[config.mk]
export PLATFORM = sky130hd
export DESIGN_NAME = three_phase_sine_pwm_sequencer_unit
export DESIGN_NICKNAME = d
export VERILOG_FILES = /design/src/rtl/spwm_pkg.sv /design/src/rtl/spwm_index.sv /design/src/rtl/spwm_scale.sv /design/src/rtl/three_phase_sine_pwm_sequencer_unit.sv
export SDC_FILE = /design/constraint.sdc
export NUM_CORES = 2
export LEC_CHECK = 0
export BUFFER_PORTS_ARGS = -buffer_cell sky130_fd_sc_hd__buf_2
export CAP_MARGIN = 20
export CORE_MARGIN = 3
export CORE_UTILIZATION = 45
export CTS_CLUSTER_DIAMETER = 80
export DETAILED_ROUTE_END_ITERATION = 16
export MAX_ROUTING_LAYER = met4
export PLACE_DENSITY_LB_ADDON = 0.12
export SYNTH_ARGS = -nofsm -noshare
export SYNTH_HDL_FRONTEND = slang
export SYNTH_HIERARCHICAL = 1
export SYNTH_SLANG_ARGS = --single-unit
[constraint.sdc]
create_clock -name clk_i -period 7.6 [get_ports clk_i]
set_input_delay 1.14 -clock clk_i [delete_from_list [all_inputs] [get_ports clk_i]]
set_output_delay 1.14 -clock clk_i [all_outputs]
set_load 0.01 [all_outputs]
[src/rtl/spwm_pkg.sv]
// Shared constants, types and the waveform table of the three-phase sine PWM sequencer.
`timescale 1ns / 1ps

package spwm_pkg;

  // Widths fixed by the field definitions.
  localparam int WORD_W     = 12;
  localparam int SPEED_W    = 10;
  localparam int CFG_IDX_W  = 1;
  localparam int CFG_DATA_W = 10;
  localparam int ROM_ADDR_W = 8;
  localparam int NUM_PHASES = 3;

  // Table geometry and phase start positions.
  localparam int TABLE_DEPTH_DEF = 37;
  localparam int ROM_WORDS       = 37;
  localparam int MIN_IDX_W       = 5;
  localparam int RESET_INDEX_A   = 0;
  localparam int RESET_INDEX_B   = 24;
  localparam int RESET_INDEX_C   = 24;

  // Amplitude scaling: zero below the lower speed, scaled in between, full from the upper speed on.
  localparam int SPEED_ZERO_BELOW = 10;
  localparam int SPEED_FULL_FROM  = 50;
  localparam int SCALE_SPEED_W    = 6;
  localparam int ROUND_BIAS       = 25;
  localparam int SUM_W            = 18;

  // floor(n / 50) = floor((n >> 1) * RECIP_25 >> RECIP_SHIFT) for every n below 2^SUM_W.
  localparam int HALF_W      = SUM_W - 1;
  localparam int RECIP_W     = 22;
  localparam int RECIP_25    = 2684355;
  localparam int RECIP_SHIFT = 26;
  localparam int PROD_W      = HALF_W + RECIP_W;

  typedef enum logic [CFG_IDX_W-1:0] {
    CFG_SPEED   = 1'b0,
    CFG_REVERSE = 1'b1
  } cfg_index_e;

  typedef logic [WORD_W-1:0] word_t;

  // One quarter-and-more sine period; addresses past the table read zero.
  function automatic word_t wave_word(input logic [ROM_ADDR_W-1:0] addr);
    word_t w;
    case (addr)
      8'd0:    w = 12'd2985;
      8'd1:    w = 12'd3049;
      8'd2:    w = 12'd3103;
      8'd3:    w = 12'd3144;
      8'd4:    w = 12'd3175;
      8'd5:    w = 12'd3193;
      8'd6:    w = 12'd3199;
      8'd7:    w = 12'd3193;
      8'd8:    w = 12'd3175;
      8'd9:    w = 12'd3144;
      8'd10:   w = 12'd3103;
      8'd11:   w = 12'd3049;
      8'd12:   w = 12'd2985;
      8'd13:   w = 12'd2770;
      8'd14:   w = 12'd2547;
      8'd15:   w = 12'd2317;
      8'd16:   w = 12'd2081;
      8'd17:   w = 12'd1841;
      8'd18:   w = 12'd1600;
      8'd19:   w = 12'd1358;
      8'd20:   w = 12'd1118;
      8'd21:   w = 12'd882;
      8'd22:   w = 12'd652;
      8'd23:   w = 12'd429;
      8'd24:   w = 12'd214;
      8'd25:   w = 12'd150;
      8'd26:   w = 12'd96;
      8'd27:   w = 12'd55;
      8'd28:   w = 12'd24;
      8'd29:   w = 12'd6;
      8'd30:   w = 12'd0;
      8'd31:   w = 12'd6;
      8'd32:   w = 12'd24;
      8'd33:   w = 12'd55;
      8'd34:   w = 12'd96;
      8'd35:   w = 12'd150;
      8'd36:   w = 12'd214;
      default: w = '0;
    endcase
    return w;
  endfunction

endpackage

[src/rtl/spwm_index.sv]
// Bouncing table index for one phase: steps up to the last entry, then back down to zero.
`timescale 1ns / 1ps

module spwm_index #(
  parameter int TABLE_DEPTH = spwm_pkg::TABLE_DEPTH_DEF,
  parameter int IDX_W       = 6,
  parameter int RESET_INDEX = 0,
  parameter bit RESET_DOWN  = 1'b0
) (
  input  logic             clk_i,
  input  logic             rst_ni,
  input  logic             step_i,
  output logic [IDX_W-1:0] index_o
);

  localparam logic [IDX_W:0]   TopIdx  = (IDX_W+1)'(TABLE_DEPTH - 1);
  localparam logic [IDX_W-1:0] TurnIdx = IDX_W'(TABLE_DEPTH - 2);

  logic [IDX_W-1:0] index_q, index_d;
  logic             down_q, down_d;
  logic [IDX_W:0]   inc;

  always_comb begin
    inc     = {1'b0, index_q} + (IDX_W+1)'(1);
    index_d = index_q;
    down_d  = down_q;
    if (step_i) begin
      if (!down_q) begin
        if (inc > TopIdx) begin
          index_d = TurnIdx;
          down_d  = 1'b1;
        end else begin
          index_d = inc[IDX_W-1:0];
        end
      end else begin
        if (index_q == '0) begin
          index_d = IDX_W'(1);
          down_d  = 1'b0;
        end else begin
          index_d = index_q - IDX_W'(1);
        end
      end
    end
  end

  always_ff @(posedge clk_i or negedge rst_ni) begin
    if (!rst_ni) begin
      index_q <= IDX_W'(RESET_INDEX);
      down_q  <= RESET_DOWN;
    end else begin
      index_q <= index_d;
      down_q  <= down_d;
    end
  end

  assign index_o = index_q;

endmodule

[src/rtl/spwm_scale.sv]
// Final amplitude selection for one phase: zero, rounded word*speed/50, or the raw word.
`timescale 1ns / 1ps

module spwm_scale (
  input  logic [spwm_pkg::WORD_W-1:0]  word_i,
  input  logic [spwm_pkg::SUM_W-1:0]   sum_i,
  input  logic [spwm_pkg::SPEED_W-1:0] speed_i,
  output logic [spwm_pkg::WORD_W-1:0]  result_o
);

  localparam logic [spwm_pkg::RECIP_W-1:0] Recip =
    spwm_pkg::RECIP_W'(spwm_pkg::RECIP_25);

  logic [spwm_pkg::HALF_W-1:0] half;
  logic [spwm_pkg::PROD_W-1:0] prod;
  logic [spwm_pkg::WORD_W-1:0] quot;

  // The sum already carries the rounding bias, so a floor division by 50 rounds half up.
  always_comb begin
    half = sum_i[spwm_pkg::SUM_W-1:1];
    prod = spwm_pkg::PROD_W'(half) * spwm_pkg::PROD_W'(Recip);
    quot = prod[spwm_pkg::RECIP_SHIFT +: spwm_pkg::WORD_W];
    if (speed_i < spwm_pkg::SPEED_W'(spwm_pkg::SPEED_ZERO_BELOW)) begin
      result_o = '0;
    end else if (speed_i < spwm_pkg::SPEED_W'(spwm_pkg::SPEED_FULL_FROM)) begin
      result_o = quot;
    end else begin
      result_o = word_i;
    end
  end

endmodule

[src/rtl/three_phase_sine_pwm_sequencer_unit.sv]
// Top level of the three-phase sine PWM sequencer: index stepping, lookup and scaling pipeline.
`timescale 1ns / 1ps

// Each accepted tick transaction with tick_i high yields one result transaction holding three
// PWM compare values, taken from a sine table at the three phase indices as they stood before
// the tick; the indices then bounce one step each between zero and TABLE_DEPTH-1. A tick
// transaction with tick_i low is absorbed and changes nothing. The block takes one transaction
// per clock cycle while in_ready_o is high. Each result passes two register stages: the first
// stage holds the table word and the product word*speed+25 for each phase, the second holds the
// final compare values (the division by 50 is a reciprocal multiply in that stage). Both
// stages advance whenever the output register is empty or being drained; while a finished
// result waits, one more tick can still enter the empty first stage before the input stalls.
// Speed below 10 forces all outputs to zero, speed 10 to 49
// scales each word by speed/50 rounded half up, and 50 or more passes words unchanged.
// Reverse swaps the values driven on the v and w outputs. Configuration writes take effect
// immediately and are meant to be made only while no tick is in flight.

module three_phase_sine_pwm_sequencer_unit #(
  parameter int TABLE_DEPTH = spwm_pkg::TABLE_DEPTH_DEF
) (
  input  logic                              clk_i,
  input  logic                              rst_ni,
  // Tick channel.
  input  logic                              in_valid_i,
  output logic                              in_ready_o,
  input  logic                              tick_i,
  // Result channel.
  output logic                              out_valid_o,
  input  logic                              out_ready_i,
  output logic [spwm_pkg::WORD_W-1:0]       compare_phase_u_o,
  output logic [spwm_pkg::WORD_W-1:0]       compare_phase_v_o,
  output logic [spwm_pkg::WORD_W-1:0]       compare_phase_w_o,
  // Configuration write port.
  input  logic                              cfg_we_i,
  input  logic [spwm_pkg::CFG_IDX_W-1:0]    cfg_index_i,
  input  logic [spwm_pkg::CFG_DATA_W-1:0]   cfg_data_i
);

  // The index must hold the last table position and the reset positions as well.
  localparam int IdxW = ($clog2(TABLE_DEPTH) > spwm_pkg::MIN_IDX_W) ?
                        $clog2(TABLE_DEPTH) : spwm_pkg::MIN_IDX_W;
  localparam int NPh  = spwm_pkg::NUM_PHASES;

  // Configuration registers.
  logic [spwm_pkg::SPEED_W-1:0] speed_q;
  logic                         reverse_q;

  always_ff @(posedge clk_i or negedge rst_ni) begin
    if (!rst_ni) begin
      speed_q   <= '0;
      reverse_q <= 1'b0;
    end else if (cfg_we_i) begin
      case (cfg_index_i)
        spwm_pkg::CFG_SPEED:   speed_q   <= cfg_data_i[spwm_pkg::SPEED_W-1:0];
        spwm_pkg::CFG_REVERSE: reverse_q <= cfg_data_i[0];
        default: ;
      endcase
    end
  end

  // Pipeline handshake. A stage loads when it is empty or its contents move on.
  logic s1_valid_q, out_valid_q;
  logic out_ready_int, s1_ready;
  logic accept, step;

  assign out_ready_int = !out_valid_q || out_ready_i;
  assign s1_ready      = !s1_valid_q || out_ready_int;
  assign in_ready_o    = s1_ready;
  assign accept        = in_valid_i && s1_ready;
  assign step          = accept && tick_i;

  // Phase indices, advanced after each real tick.
  logic [IdxW-1:0] index_a, index_b, index_c;

  spwm_index #(
    .TABLE_DEPTH (TABLE_DEPTH),
    .IDX_W       (IdxW),
    .RESET_INDEX (spwm_pkg::RESET_INDEX_A),
    .RESET_DOWN  (1'b0)
  ) u_index_a (
    .clk_i   (clk_i),
    .rst_ni  (rst_ni),
    .step_i  (step),
    .index_o (index_a)
  );

  spwm_index #(
    .TABLE_DEPTH (TABLE_DEPTH),
    .IDX_W       (IdxW),
    .RESET_INDEX (spwm_pkg::RESET_INDEX_B),
    .RESET_DOWN  (1'b0)
  ) u_index_b (
    .clk_i   (clk_i),
    .rst_ni  (rst_ni),
    .step_i  (step),
    .index_o (index_b)
  );

  spwm_index #(
    .TABLE_DEPTH (TABLE_DEPTH),
    .IDX_W       (IdxW),
    .RESET_INDEX (spwm_pkg::RESET_INDEX_C),
    .RESET_DOWN  (1'b1)
  ) u_index_c (
    .clk_i   (clk_i),
    .rst_ni  (rst_ni),
    .step_i  (step),
    .index_o (index_c)
  );

  // Route the indices to output phases; reverse exchanges the v and w sources.
  logic [IdxW-1:0] phase_idx [NPh];

  always_comb begin
    phase_idx[0] = index_a;
    phase_idx[1] = reverse_q ? index_c : index_b;
    phase_idx[2] = reverse_q ? index_b : index_c;
  end

  // Stage one: table lookup and the biased product for the scaled case.
  logic [spwm_pkg::WORD_W-1:0] s1_word_q [NPh];
  logic [spwm_pkg::WORD_W-1:0] s1_word_d [NPh];
  logic [spwm_pkg::SUM_W-1:0]  s1_sum_q  [NPh];
  logic [spwm_pkg::SUM_W-1:0]  s1_sum_d  [NPh];
  logic [spwm_pkg::WORD_W-1:0] scaled    [NPh];
  logic [spwm_pkg::WORD_W-1:0] out_q     [NPh];

  for (genvar p = 0; p < NPh; p++) begin : g_phase
    always_comb begin
      s1_word_d[p] = spwm_pkg::wave_word(spwm_pkg::ROM_ADDR_W'(phase_idx[p]));
      s1_sum_d[p]  = spwm_pkg::SUM_W'(s1_word_d[p]) *
                     spwm_pkg::SUM_W'(speed_q[spwm_pkg::SCALE_SPEED_W-1:0]) +
                     spwm_pkg::SUM_W'(spwm_pkg::ROUND_BIAS);
    end

    always_ff @(posedge clk_i) begin
      if (step) begin
        s1_word_q[p] <= s1_word_d[p];
        s1_sum_q[p]  <= s1_sum_d[p];
      end
    end

    // Stage two: divide by 50 and pick the amplitude range.
    spwm_scale u_scale (
      .word_i   (s1_word_q[p]),
      .sum_i    (s1_sum_q[p]),
      .speed_i  (speed_q),
      .result_o (scaled[p])
    );

    always_ff @(posedge clk_i) begin
      if (s1_valid_q && out_ready_int) begin
        out_q[p] <= scaled[p];
      end
    end
  end

  always_ff @(posedge clk_i or negedge rst_ni) begin
    if (!rst_ni) begin
      s1_valid_q  <= 1'b0;
      out_valid_q <= 1'b0;
    end else begin
      if (s1_ready) begin
        s1_valid_q <= step;
      end
      if (out_ready_int) begin
        out_valid_q <= s1_valid_q;
      end
    end
  end

  assign out_valid_o       = out_valid_q;
  assign compare_phase_u_o = out_q[0];
  assign compare_phase_v_o = out_q[1];
  assign compare_phase_w_o = out_q[2];

endmodule
==> results_dict.tcl <==
set metrics [dict create \
    cp.arrival_ns 6.98 \
    yosys_warnings 6 \
    grt_pass1_vias 26070 \
    multiInputGateArea_sq_um 26990 \
    cts_hold_buf 0 \
    drtAntennaViolNets 0 \
    fillers 7372 \
    final-seq-area_sq_um 4552 \
    wire_per_inst_um 19.01 \
    start_kind "flip-flop" \
    finalWirelength_mm 88.72 \
    critPathCaptureType "flip-flop" \
    cts.htree.levels 4 \
    hold_path_class "reg2reg" \
    synthCells 3610 \
    clock_skew_ns 0.02157 \
    fin_crit_ns 6.755 \
    cts_setup_buffers 0 \
    io_buffers 54 \
    status "completed" \
    slew_viol_final 0 \
    ff2ff_path_depth 22 \
    antenna_found_initial 2 \
    synthesis.nets 4724 \
    fin_ws_ns 0.8454 \
    finalInstanceArea_sq_um 36630 \
    drc 0 \
    drtPass1Iterations 6 \
    hold_viol 0 \
    drt_iter0_markers 1334 \
    cts_resized 0 \
    hpwl_mm 73.06 \
    grt_usage_pct 23.15 \
    fmax_mhz 148.0 \
    finalSetupViolCount 0 \
    rows 101 \
    regToRegEndpoint "s1_sum_q[0][33]" \
    holdWs_ns 0.5115 \
    netlist_area_sq_um 34660 \
    area_growth_pct 5.697 \
    start_util_pct 45.55 \
    clockBufferDepth 2 \
    core_area_sq_um 76080 \
    clkSlewWorstSetupHoldPaths_ns 0.07 \
    insertion_delay_ns 0.50 \
    drive_gt1_share_pct 6.819 \
    tightest_slew_ns 0.8981 \
    crit_required_ns 7.83 \
    r2r_start "reverse_q" \
    cap_violations 0 \
    fin_nets 4738 \
    num_io_pins 55 \
    grt_overflow 0 \
    pre_cts_ws_ns 0.9061 \
    dieArea_sq_um 80380 \
    place_area_sq_um 35970 \
    cts_sinks 157 \
    via_per_inst 5.407 \
    die_w_um 283.5 \
    cp-startpoint "reverse_q" \
    rrSetupSlack_ns 0.85 \
    cts_buffers 17 \
    tns_ns 0 \
    path_max_fanout 15 \
    avgSynthCellArea_sq_um 9.600 \
    slew_headroom_pct 40.13 \
    fp.dieH_um 283.5 \
    antenna_cells 0 \
    place_congestion 0.8991 \
    dr_total_vias 25230 \
    grt_max_degree 59 \
    ctsRootBufferMaster "clkbuf_16" \
    cp-endpoint "s1_sum_q[0][33]" \
    cts_tree "yes" \
    finalCritPeriodShare_pct 88.88 \
    rsz0062_at_grt "no" \
    grt_pass1_wl_mm 143.1 \
    crit_type "reg2reg" \
]
-- state kept, by name (all words and copies together) (netlist names) --
signal	cells
s1_sum_q	51
out_q	36
s1_word_q	36
speed_q	10
u_index_a/index_o	6
u_index_b/index_o	6
u_index_c/index_o	6
out_valid_o	1
reverse_q	1
s1_valid_q	1
u_index_a/down_q	1
u_index_b/down_q	1
u_index_c/down_q	1
-- worst min-delay path by stage --
stage	startpoint	to	slack, ns	cells after the start
floorplan	s1_valid_q	out_valid_o	0.45	1
global placement	s1_valid_q	out_valid_o	0.49	1
detailed placement	s1_valid_q	out_valid_o	0.48	1
CTS	s1_valid_q	out_valid_o	0.51	1
global route	s1_valid_q	out_valid_o	0.55	1
finish	s1_valid_q	out_valid_o	0.51	1
-- worst max-delay path, stage by stage, from the launching register on --
cell and delay [ns]:
dfrtp_2 0.66, mux2i_2 0.48, inv_1 0.24, ha_1 0.35
nor2b_1 0.20, o32a_1 0.36, o32ai_1 0.12, o21ai_1 0.13
a21o_2 0.29, and2_1 0.18, fa_1 0.43, ha_1 0.30
inv_1 0.07, fa_1 0.43, fa_1 0.50, inv_1 0.04
ha_1 0.32, and4b_1 0.22, a221oi_2 0.31, o21ai_2 0.14
a311oi_2 0.42, a21oi_1 0.14, xor2_1 0.16
-- layout by cell type, fill, tap and decap left out, types with 28 or more instances in the layout --
cell type / count
o21ai_0: 117
xnor2_1: 52
ha_1: 635
buf_4: 28
a21oi_1: 167
and2_1: 112
a21o_1: 55
a211oi_1: 33
dfrtp_1: 28
fa_1: 462
nor3_1: 59
nand2_1: 240
inv_1: 699
nand3_1: 49
buf_2: 54
edfxtp_1: 123
nor2_1: 141
xor2_1: 33
-- area by class of cell --
cell class	count	area share (%)
tap	1030	3.518
inverter	709	7.272
clock inverter	15	0.6217
timing repair buffer	82	1.312
multi-input combinational	2657	73.69
sequential	157	12.43
clock buffer	17	1.161
-- routing by layer --
metal / routed length [um] / track usage (%)
met1: 42460 / 31.57
met2: 41440 / 37.18
met3: 3422 / 2.787
met4: 1408 / 5.093
met5: 0 / -
-- stage by stage --
stage	instances	util, %
after CTS	4666	48.14
after global routing	4667	48.15
after global placement	4634	47.28
after floorplan	3610	-
after detailed placement	4634	47.28
final	4667	48.15
Power is not shown: default switching activity piles up to over one toggle a cycle in this logic, so the estimate is an artifact.
